**src/rtl/gdd_pkg.sv**
```systemverilog
// gregorian date difference: shared widths, status codes and calendar tables
// no dependencies
`default_nettype none

package gdd_pkg;

    localparam int DAY_W      = 5;
    localparam int MONTH_W    = 4;
    localparam int YEAR_BITS  = 14;
    localparam int STATUS_W   = 2;
    localparam int DIFF_W     = 22;
    localparam int S_TDATA_W  = 48;
    localparam int M_TDATA_W  = 24;

    // day number of a date below 2^YEAR_BITS stays under 512 * 2^YEAR_BITS
    localparam int NUM_W      = YEAR_BITS + 9;
    localparam int CORR_W     = YEAR_BITS - 2;
    localparam int MOFS_W     = 9;

    // y / 100 as (y * 5243) >> 19, exact for years below 2^15
    localparam int RECIP_W     = 13;
    localparam int RECIP_SHIFT = 19;
    localparam int PROD_W      = YEAR_BITS + RECIP_W;
    localparam int Q_W         = YEAR_BITS - 6;
    localparam logic [RECIP_W-1:0] RECIP100 = RECIP_W'(5243);

    localparam logic [YEAR_BITS-1:0] MIN_YEAR   = YEAR_BITS'(1600);
    localparam logic [8:0]           DAYS_YEAR  = 9'd365;
    localparam logic [6:0]           CENTURY    = 7'd100;
    localparam logic [DIFF_W-1:0]    DIFF_MAX   = '1;

    typedef enum logic [STATUS_W-1:0] {
        ST_OK          = 2'd0,
        ST_FIRST_BAD   = 2'd1,
        ST_SECOND_BAD  = 2'd2,
        ST_NOT_EARLIER = 2'd3
    } status_t;

    function automatic logic [DAY_W-1:0] month_days(input logic [MONTH_W-1:0] m,
                                                    input logic leap);
        logic [DAY_W-1:0] len;
        unique case (m)
            4'd1, 4'd3, 4'd5, 4'd7, 4'd8, 4'd10, 4'd12: len = 5'd31;
            4'd4, 4'd6, 4'd9, 4'd11:                    len = 5'd30;
            4'd2:                                       len = leap ? 5'd29 : 5'd28;
            default:                                    len = 5'd0;
        endcase
        return len;
    endfunction

    function automatic logic [MOFS_W-1:0] month_start(input logic [MONTH_W-1:0] m,
                                                      input logic leap);
        logic [MOFS_W-1:0] ofs;
        unique case (m)
            4'd2:    ofs = 9'd31;
            4'd3:    ofs = 9'd59;
            4'd4:    ofs = 9'd90;
            4'd5:    ofs = 9'd120;
            4'd6:    ofs = 9'd151;
            4'd7:    ofs = 9'd181;
            4'd8:    ofs = 9'd212;
            4'd9:    ofs = 9'd243;
            4'd10:   ofs = 9'd273;
            4'd11:   ofs = 9'd304;
            4'd12:   ofs = 9'd334;
            default: ofs = 9'd0;
        endcase
        if (m > 4'd2 && leap) begin
            ofs = ofs + 9'd1;
        end
        return ofs;
    endfunction

endpackage

`default_nettype wire

```
**src/rtl/gregorian_date_difference_top.sv**
```systemverilog
// gregorian date difference: four-stage pipeline from two dates to a day count
// depends on gdd_pkg
//
// usage: one transaction on the s_ channel carries two dates, the later
// (first) and the earlier (second); one transaction on the m_ channel
// returns a status code in m_tuser and the day count in m_tdata.
// status: ok, first date invalid, second date invalid, second not earlier;
// the day count is zero unless status is ok.
// an accepted pair moves through stages one to four in order to m_tvalid.
// throughput: one pair per cycle unless the receiver stalls; each of the
// four stages holds one pair; the year/100 reciprocal multipliers are in
// stage one and the day-number adders in stage three.
// each stage has its own valid bit and moves when the next stage is free,
// so bubbles collapse and a stalled receiver backs the pipeline up stage
// by stage before s_tready drops; nothing is lost or repeated.
// reset: aresetn low clears all valid bits; s_tready is high the cycle after.
`default_nettype none

module gregorian_date_difference_top
    import gdd_pkg::*;
(
    input  wire logic                  aclk,
    input  wire logic                  aresetn,
    input  wire logic                  s_tvalid,
    output logic                       s_tready,
    // first_day, first_month, first_year, second_day, second_month, second_year
    input  wire logic [S_TDATA_W-1:0]  s_tdata,
    output logic                       m_tvalid,
    input  wire logic                  m_tready,
    // day_difference
    output logic [M_TDATA_W-1:0]       m_tdata,
    // status
    output logic [STATUS_W-1:0]        m_tuser
);

    logic rdy1, rdy2, rdy3, rdy4;

    // stage 1: fields and reciprocal products
    logic                  v1_reg;
    logic [DAY_W-1:0]      d1_reg [2];
    logic [MONTH_W-1:0]    m1_reg [2];
    logic [YEAR_BITS-1:0]  y1_reg [2];
    logic [PROD_W-1:0]     pp1_reg [2];
    logic [PROD_W-1:0]     py1_reg [2];

    logic [DAY_W-1:0]      in_d [2];
    logic [MONTH_W-1:0]    in_m [2];
    logic [YEAR_BITS-1:0]  in_y [2];
    logic [YEAR_BITS-1:0]  in_p [2];

    // stage 2: validity and day-number parts
    logic                  v2_reg;
    logic                  ok2_reg [2];
    logic [NUM_W-1:0]      yb2_reg [2];
    logic [CORR_W-1:0]     corr2_reg [2];
    logic [MOFS_W-1:0]     mofs2_reg [2];
    logic [DAY_W-1:0]      d2_reg [2];

    logic                  ok2_next [2];
    logic [CORR_W-1:0]     corr2_next [2];
    logic [MOFS_W-1:0]     mofs2_next [2];
    logic [YEAR_BITS-1:0]  p1 [2];
    logic [Q_W-1:0]        qp [2];
    logic [Q_W-1:0]        qy [2];
    logic                  leap [2];

    // stage 3: day numbers
    logic                  v3_reg;
    logic                  ok3_reg [2];
    logic [NUM_W-1:0]      n3_reg [2];

    // stage 4: result register
    logic                  v4_reg;
    status_t               st4_reg;
    logic [DIFF_W-1:0]     diff4_reg;
    status_t               st4_next;
    logic [DIFF_W-1:0]     diff4_next;
    logic [NUM_W-1:0]      raw_diff;

    assign rdy4     = !v4_reg || m_tready;
    assign rdy3     = !v3_reg || rdy4;
    assign rdy2     = !v2_reg || rdy3;
    assign rdy1     = !v1_reg || rdy2;
    assign s_tready = rdy1;

    assign in_d[0] = s_tdata[4:0];
    assign in_m[0] = s_tdata[8:5];
    assign in_y[0] = s_tdata[22:9];
    assign in_d[1] = s_tdata[27:23];
    assign in_m[1] = s_tdata[31:28];
    assign in_y[1] = s_tdata[45:32];

    always_comb begin
        for (int i = 0; i < 2; i++) begin
            in_p[i] = YEAR_BITS'(in_y[i] - YEAR_BITS'(1));
        end
    end

    always_ff @(posedge aclk) begin
        if (!aresetn) begin
            v1_reg <= 1'b0;
        end else if (rdy1) begin
            v1_reg <= s_tvalid;
        end
    end

    always_ff @(posedge aclk) begin
        if (rdy1 && s_tvalid) begin
            for (int i = 0; i < 2; i++) begin
                d1_reg[i]  <= in_d[i];
                m1_reg[i]  <= in_m[i];
                y1_reg[i]  <= in_y[i];
                pp1_reg[i] <= PROD_W'(in_p[i]) * PROD_W'(RECIP100);
                py1_reg[i] <= PROD_W'(in_y[i]) * PROD_W'(RECIP100);
            end
        end
    end

    always_comb begin
        for (int i = 0; i < 2; i++) begin
            p1[i]   = YEAR_BITS'(y1_reg[i] - YEAR_BITS'(1));
            qp[i]   = pp1_reg[i][RECIP_SHIFT +: Q_W];
            qy[i]   = py1_reg[i][RECIP_SHIFT +: Q_W];
            leap[i] = (y1_reg[i][1:0] == 2'b00)
                      && ((y1_reg[i] != YEAR_BITS'(qy[i]) * YEAR_BITS'(CENTURY))
                          || (qy[i][1:0] == 2'b00));
            ok2_next[i] = (y1_reg[i] > MIN_YEAR) && (d1_reg[i] != '0)
                          && (d1_reg[i] <= month_days(m1_reg[i], leap[i]));
            corr2_next[i] = CORR_W'(p1[i] >> 2) - CORR_W'(qp[i]) + CORR_W'(qp[i] >> 2);
            mofs2_next[i] = month_start(m1_reg[i], leap[i]);
        end
    end

    always_ff @(posedge aclk) begin
        if (!aresetn) begin
            v2_reg <= 1'b0;
        end else if (rdy2) begin
            v2_reg <= v1_reg;
        end
    end

    always_ff @(posedge aclk) begin
        if (rdy2 && v1_reg) begin
            for (int i = 0; i < 2; i++) begin
                ok2_reg[i]   <= ok2_next[i];
                yb2_reg[i]   <= NUM_W'(p1[i]) * NUM_W'(DAYS_YEAR);
                corr2_reg[i] <= corr2_next[i];
                mofs2_reg[i] <= mofs2_next[i];
                d2_reg[i]    <= d1_reg[i];
            end
        end
    end

    always_ff @(posedge aclk) begin
        if (!aresetn) begin
            v3_reg <= 1'b0;
        end else if (rdy3) begin
            v3_reg <= v2_reg;
        end
    end

    always_ff @(posedge aclk) begin
        if (rdy3 && v2_reg) begin
            for (int i = 0; i < 2; i++) begin
                ok3_reg[i] <= ok2_reg[i];
                n3_reg[i]  <= yb2_reg[i] + NUM_W'(corr2_reg[i])
                              + NUM_W'(mofs2_reg[i]) + NUM_W'(d2_reg[i]);
            end
        end
    end

    always_comb begin
        raw_diff   = NUM_W'(n3_reg[0] - n3_reg[1]);
        diff4_next = '0;
        if (!ok3_reg[0]) begin
            st4_next = ST_FIRST_BAD;
        end else if (!ok3_reg[1]) begin
            st4_next = ST_SECOND_BAD;
        end else if (n3_reg[1] >= n3_reg[0]) begin
            st4_next = ST_NOT_EARLIER;
        end else begin
            st4_next = ST_OK;
            if (raw_diff > NUM_W'(DIFF_MAX)) begin
                diff4_next = DIFF_MAX;
            end else begin
                diff4_next = DIFF_W'(raw_diff);
            end
        end
    end

    always_ff @(posedge aclk) begin
        if (!aresetn) begin
            v4_reg <= 1'b0;
        end else if (rdy4) begin
            v4_reg <= v3_reg;
        end
    end

    always_ff @(posedge aclk) begin
        if (rdy4 && v3_reg) begin
            st4_reg   <= st4_next;
            diff4_reg <= diff4_next;
        end
    end

    assign m_tvalid = v4_reg;
    assign m_tuser  = st4_reg;
    assign m_tdata  = M_TDATA_W'(diff4_reg);

    a_bad_zero: assert property (@(posedge aclk) disable iff (!aresetn)
        v4_reg && (st4_reg != ST_OK) |-> diff4_reg == '0)
        else $error("non-ok status with nonzero day count");

    a_ok_nonzero: assert property (@(posedge aclk) disable iff (!aresetn)
        v4_reg && (st4_reg == ST_OK) |-> diff4_reg != '0)
        else $error("ok status with zero day count");

    a_reset_empty: assert property (@(posedge aclk)
        !aresetn |=> !v1_reg && !v2_reg && !v3_reg && !v4_reg)
        else $error("pipeline not empty after reset");

    a_stall_holds: assert property (@(posedge aclk) disable iff (!aresetn)
        v2_reg && !rdy3 |=> v2_reg && $stable(n3_reg[0]) && $stable(ok2_reg[0]))
        else $error("stage two lost an item under stall");

endmodule

`default_nettype wire

```
**config.mk**
```make
export PLATFORM = sky130hd
export DESIGN_NAME = gregorian_date_difference_top
export DESIGN_NICKNAME = d
export VERILOG_FILES = /design/src/rtl/gdd_pkg.sv /design/src/rtl/gregorian_date_difference_top.sv
export SDC_FILE = /design/constraint.sdc
export NUM_CORES = 2
export LEC_CHECK = 0
export ABC_CLOCK_PERIOD_IN_PS = 18000
export BUFFER_PORTS_ARGS = -buffer_cell sky130_fd_sc_hd__buf_4
export CORE_UTILIZATION = 40
export CTS_BUF_LIST = sky130_fd_sc_hd__clkbuf_8
export CTS_CLUSTER_SIZE = 40
export DETAILED_ROUTE_END_ITERATION = 10
export HOLD_SLACK_MARGIN = 0.02
export SYNTH_ARGS = -nofsm -noshare
export SYNTH_HDL_FRONTEND = slang
export SYNTH_SLANG_ARGS = --single-unit
```
**constraint.sdc**
```tcl
create_clock -name aclk -period 18 [get_ports aclk]
set_input_delay 0.9 -clock aclk [delete_from_list [all_inputs] [get_ports aclk]]
set_output_delay 0.9 -clock aclk [all_outputs]
set_load 0.01 [all_outputs]
```
==> out/qor.yml <==
floorplanning:
  row_count: 107
  die_h_um: 295.3
  core_sq_um: 85150
  dieArea_sq_um: 87170
  start_util: 0.4040
  io_pins: 80
  die_x_um: 295.3
placed_design:
  gp_congestion: 0.8673
  placed_cells: 4471
  port_buffers: 75
  dp_hpwl_mm: 58.10
power_and_ir_drop:
  power_density_nw_per_um2: 178.0
  fin_total_pwr_mw: 6.602
  p_leak_nw: 18.16
  ir_drop_uv: 83.87
cts:
  cts_buffer_depth: 3
  cts_hold_buf: 0
  cts_setup_buffers: 0
  cts.sinks: 254
  clock_latency_ns: 0.58
  cts_buffers: 42
  path_clk_slew_ns: 0.06
  clock-root-buffer: "clkbuf_8"
  cts_htree_levels: 2
  cts_tree: "done"
  cts-resized-gates: 0
detailed_routing:
  first_pass_iters: 5
  vias: 21880
  drc: 0
  wl_mm: 67.53
  drt_iter0_drc: 1008
  viasPerCell: 4.813
  ant_nets: 0
  post_drt_wl_per_cell_um: 14.86
yosys:
  netlist_instances: 3265
  yosys_most_used_dff: "edfxtp_1"
  yosysTopAreaCell: "ha_1"
  synthTopCellsByArea: "ha_1 (25%), fa_1 (22%), edfxtp_1 (22%)"
  ys_seq_area_frac: 0.2206
  synth-seq-cells: 254
  synth_edf_count: 250
  synth_top_area_share: 0.2546
  synth-async-reset-ratio: 0
  yosysWarnings: 0
  synth_area_sq_um: 34400
  ys_types: 89
  syn_avg_cell_area_sq_um: 10.54
finish:
  ff_latch_area_sq_um: 7587
  fin_cells: 4546
  multi_input_area_sq_um: 23750
  drive_above_1_share: 0.05291
  syn2layout_area_growth_pct: 7.806
  antennaDiodeCount: 0
  nFillCells: 8196
  nNetsFinal: 4503
global_routing:
  gr-total-overflow: 0
  grt_max_degree: 80
  grt_pass1_wl_mm: 113.4
  antenna_found_initial: 4
  grt_pass1_vias: 22310
  track_usage: 0.1614
setup_path:
  worst_path_largest_cell_delay_ns: 0.69
  cp_slowest_cell: "xnor2_1"
  path_depth: 27
  arrival_ns: 8.17
  cp_num_buf_inv: 5
  cp_top_family: "adder cells"
  critPathKind: "input pin to flop"
  worstRegToRegCells: 20
  worstSetupEndpointType: "flop"
  required_ns: 18.32
  start_kind: "input pin"
  path_max_fanout: 7
worst_hold_path:
  whs_path_depth: 0
  hold_class: "flop to flop"
job:
  maxCapViolations: 0
timing:
  layout_min_cycle_time_ns: 7.851
  min_period_over_period: 0.4362
  tns_ns: 0
  hold_slack_ns: 0.4229
  slew_headroom: 0.2759
  fmax_ghz: 0.1274
  slew_violations: 0
  setup_viol: 0
  rsz0062_at_grt: "no"
  tightest_slew_ns: 1.081
  finalHoldViolCount: 0
  clock_skew_ns: 0.02519
status:
  status: "finished clean"
[cell families (layout without fill, tap and decap cells)]
logic type,after synthesis,count (layout),share of synthesized area
adders and majority gates,1080,1080,0.4758
buffers and inverters,808,944,0.09021
and+or+nand+nor,446,446,0.06704
AOI/OAI and AO/OA,427,427,0.08192
DFF,254,254,0.2206
xor gates and xnor gates,241,241,0.06158
muxes,8,8,0.002801
other,1,2,0.0001090
[power by group]
group	total [mW]	switching [mW]	leakage, nW	internal (mW)
sequential	1.11	0.0984	2.39	1.01
combinational	5.03	2.76	15.3	2.26
clock	0.466	0.234	0.430	0.233
total	6.60	3.09	18.2	3.51
[path summary, 6_finish.rpt]
check | startpoint | end | slack (ns)
min reg2reg | ok2_reg[0][0] | ok3_reg[0][0] | 0.42
max reg2reg | y1_reg[0][16] | yb2_reg[0][45] | 11.14
min | ok2_reg[0][0] | ok3_reg[0][0] | 0.42
max | s_tdata[33] | pp1_reg[0][53] | 10.15
[layout by cell type, fill, tap and decap left out, types with 8 or more instances in the layout]
master	synthesis	final
o21bai_1	15	15
xor2_1	63	63
nor3_1	49	49
a31oi_1	21	20
nand2_1	96	96
o21a_1	18	18
clkbuf_8	2	42
a21oi_1	130	130
ha_1	700	700
and3_1	20	20
a21boi_0	19	18
and2_1	8	8
nand3_1	50	50
edfxtp_1	250	250
a211oi_1	18	18
nor2_1	90	90
a21o_1	38	38
o211ai_1	15	15
nor2b_1	29	27
or2_2	14	14
nand4_1	21	21
nor4_1	13	13
xnor2_1	177	177
nand2b_1	20	20
o21ai_0	82	82
fa_1	380	380
inv_1	787	803
or3_1	9	9
buf_4	4	82
clkinv_1	0	10
[cells in the mapped netlist (18+ instances only)]
master    number
a31oi_1       21
a21boi_0      19
xor2_1        63
nand4_1       21
nand2b_1      20
nor3_1        49
edfxtp_1     250
o21a_1        18
fa_1         380
inv_1        787
nand2_1       96
o21ai_0       82
nand3_1       50
xnor2_1      177
a21oi_1      130
a21o_1        38
ha_1         700
a211oi_1      18
nor2_1        90
nor2b_1       29
and3_1        20
[stage by stage]
stage | setup WS (ns) | area (sq um) | utilization
2_1_floorplan | 8.854 | 34400 | -
3_3_place_gp | 9.615 | 36340 | 0.4267
3_5_place_dp | 9.507 | 36340 | 0.4267
4_1_cts | 10.11 | 37080 | 0.4355
5_1_grt | 9.574 | 37080 | 0.4355
6_report | 10.15 | 37080 | 0.4355
[cell type report]
type                       instances  share of cell area
clock buffer                      42             0.01559
clock inverter                    33            0.004555
inverter                         787             0.07966
multi-input combinational       2204              0.6404
sequential                       254              0.2046
tap                             1144             0.03860
timing repair buffer              82             0.01660
[routing by layer]
| layer | wire length (um) | share of wire | vias to the layer above | GRT usage |
|---|---|---|---|---|
| li1 | - | - | 11040 | - |
| met1 | 34960 | 0.52 | 10500 | 0.2408 |
| met2 | 29480 | 0.44 | 259 | 0.2555 |
| met3 | 2186 | 0.032 | 72 | 0.01676 |
| met4 | 868 | 0.013 | 6 | 0.02565 |
| met5 | 37 | 0.00055 | - | 0 |
No activity file was read; power rests on OpenSTA's default activity.
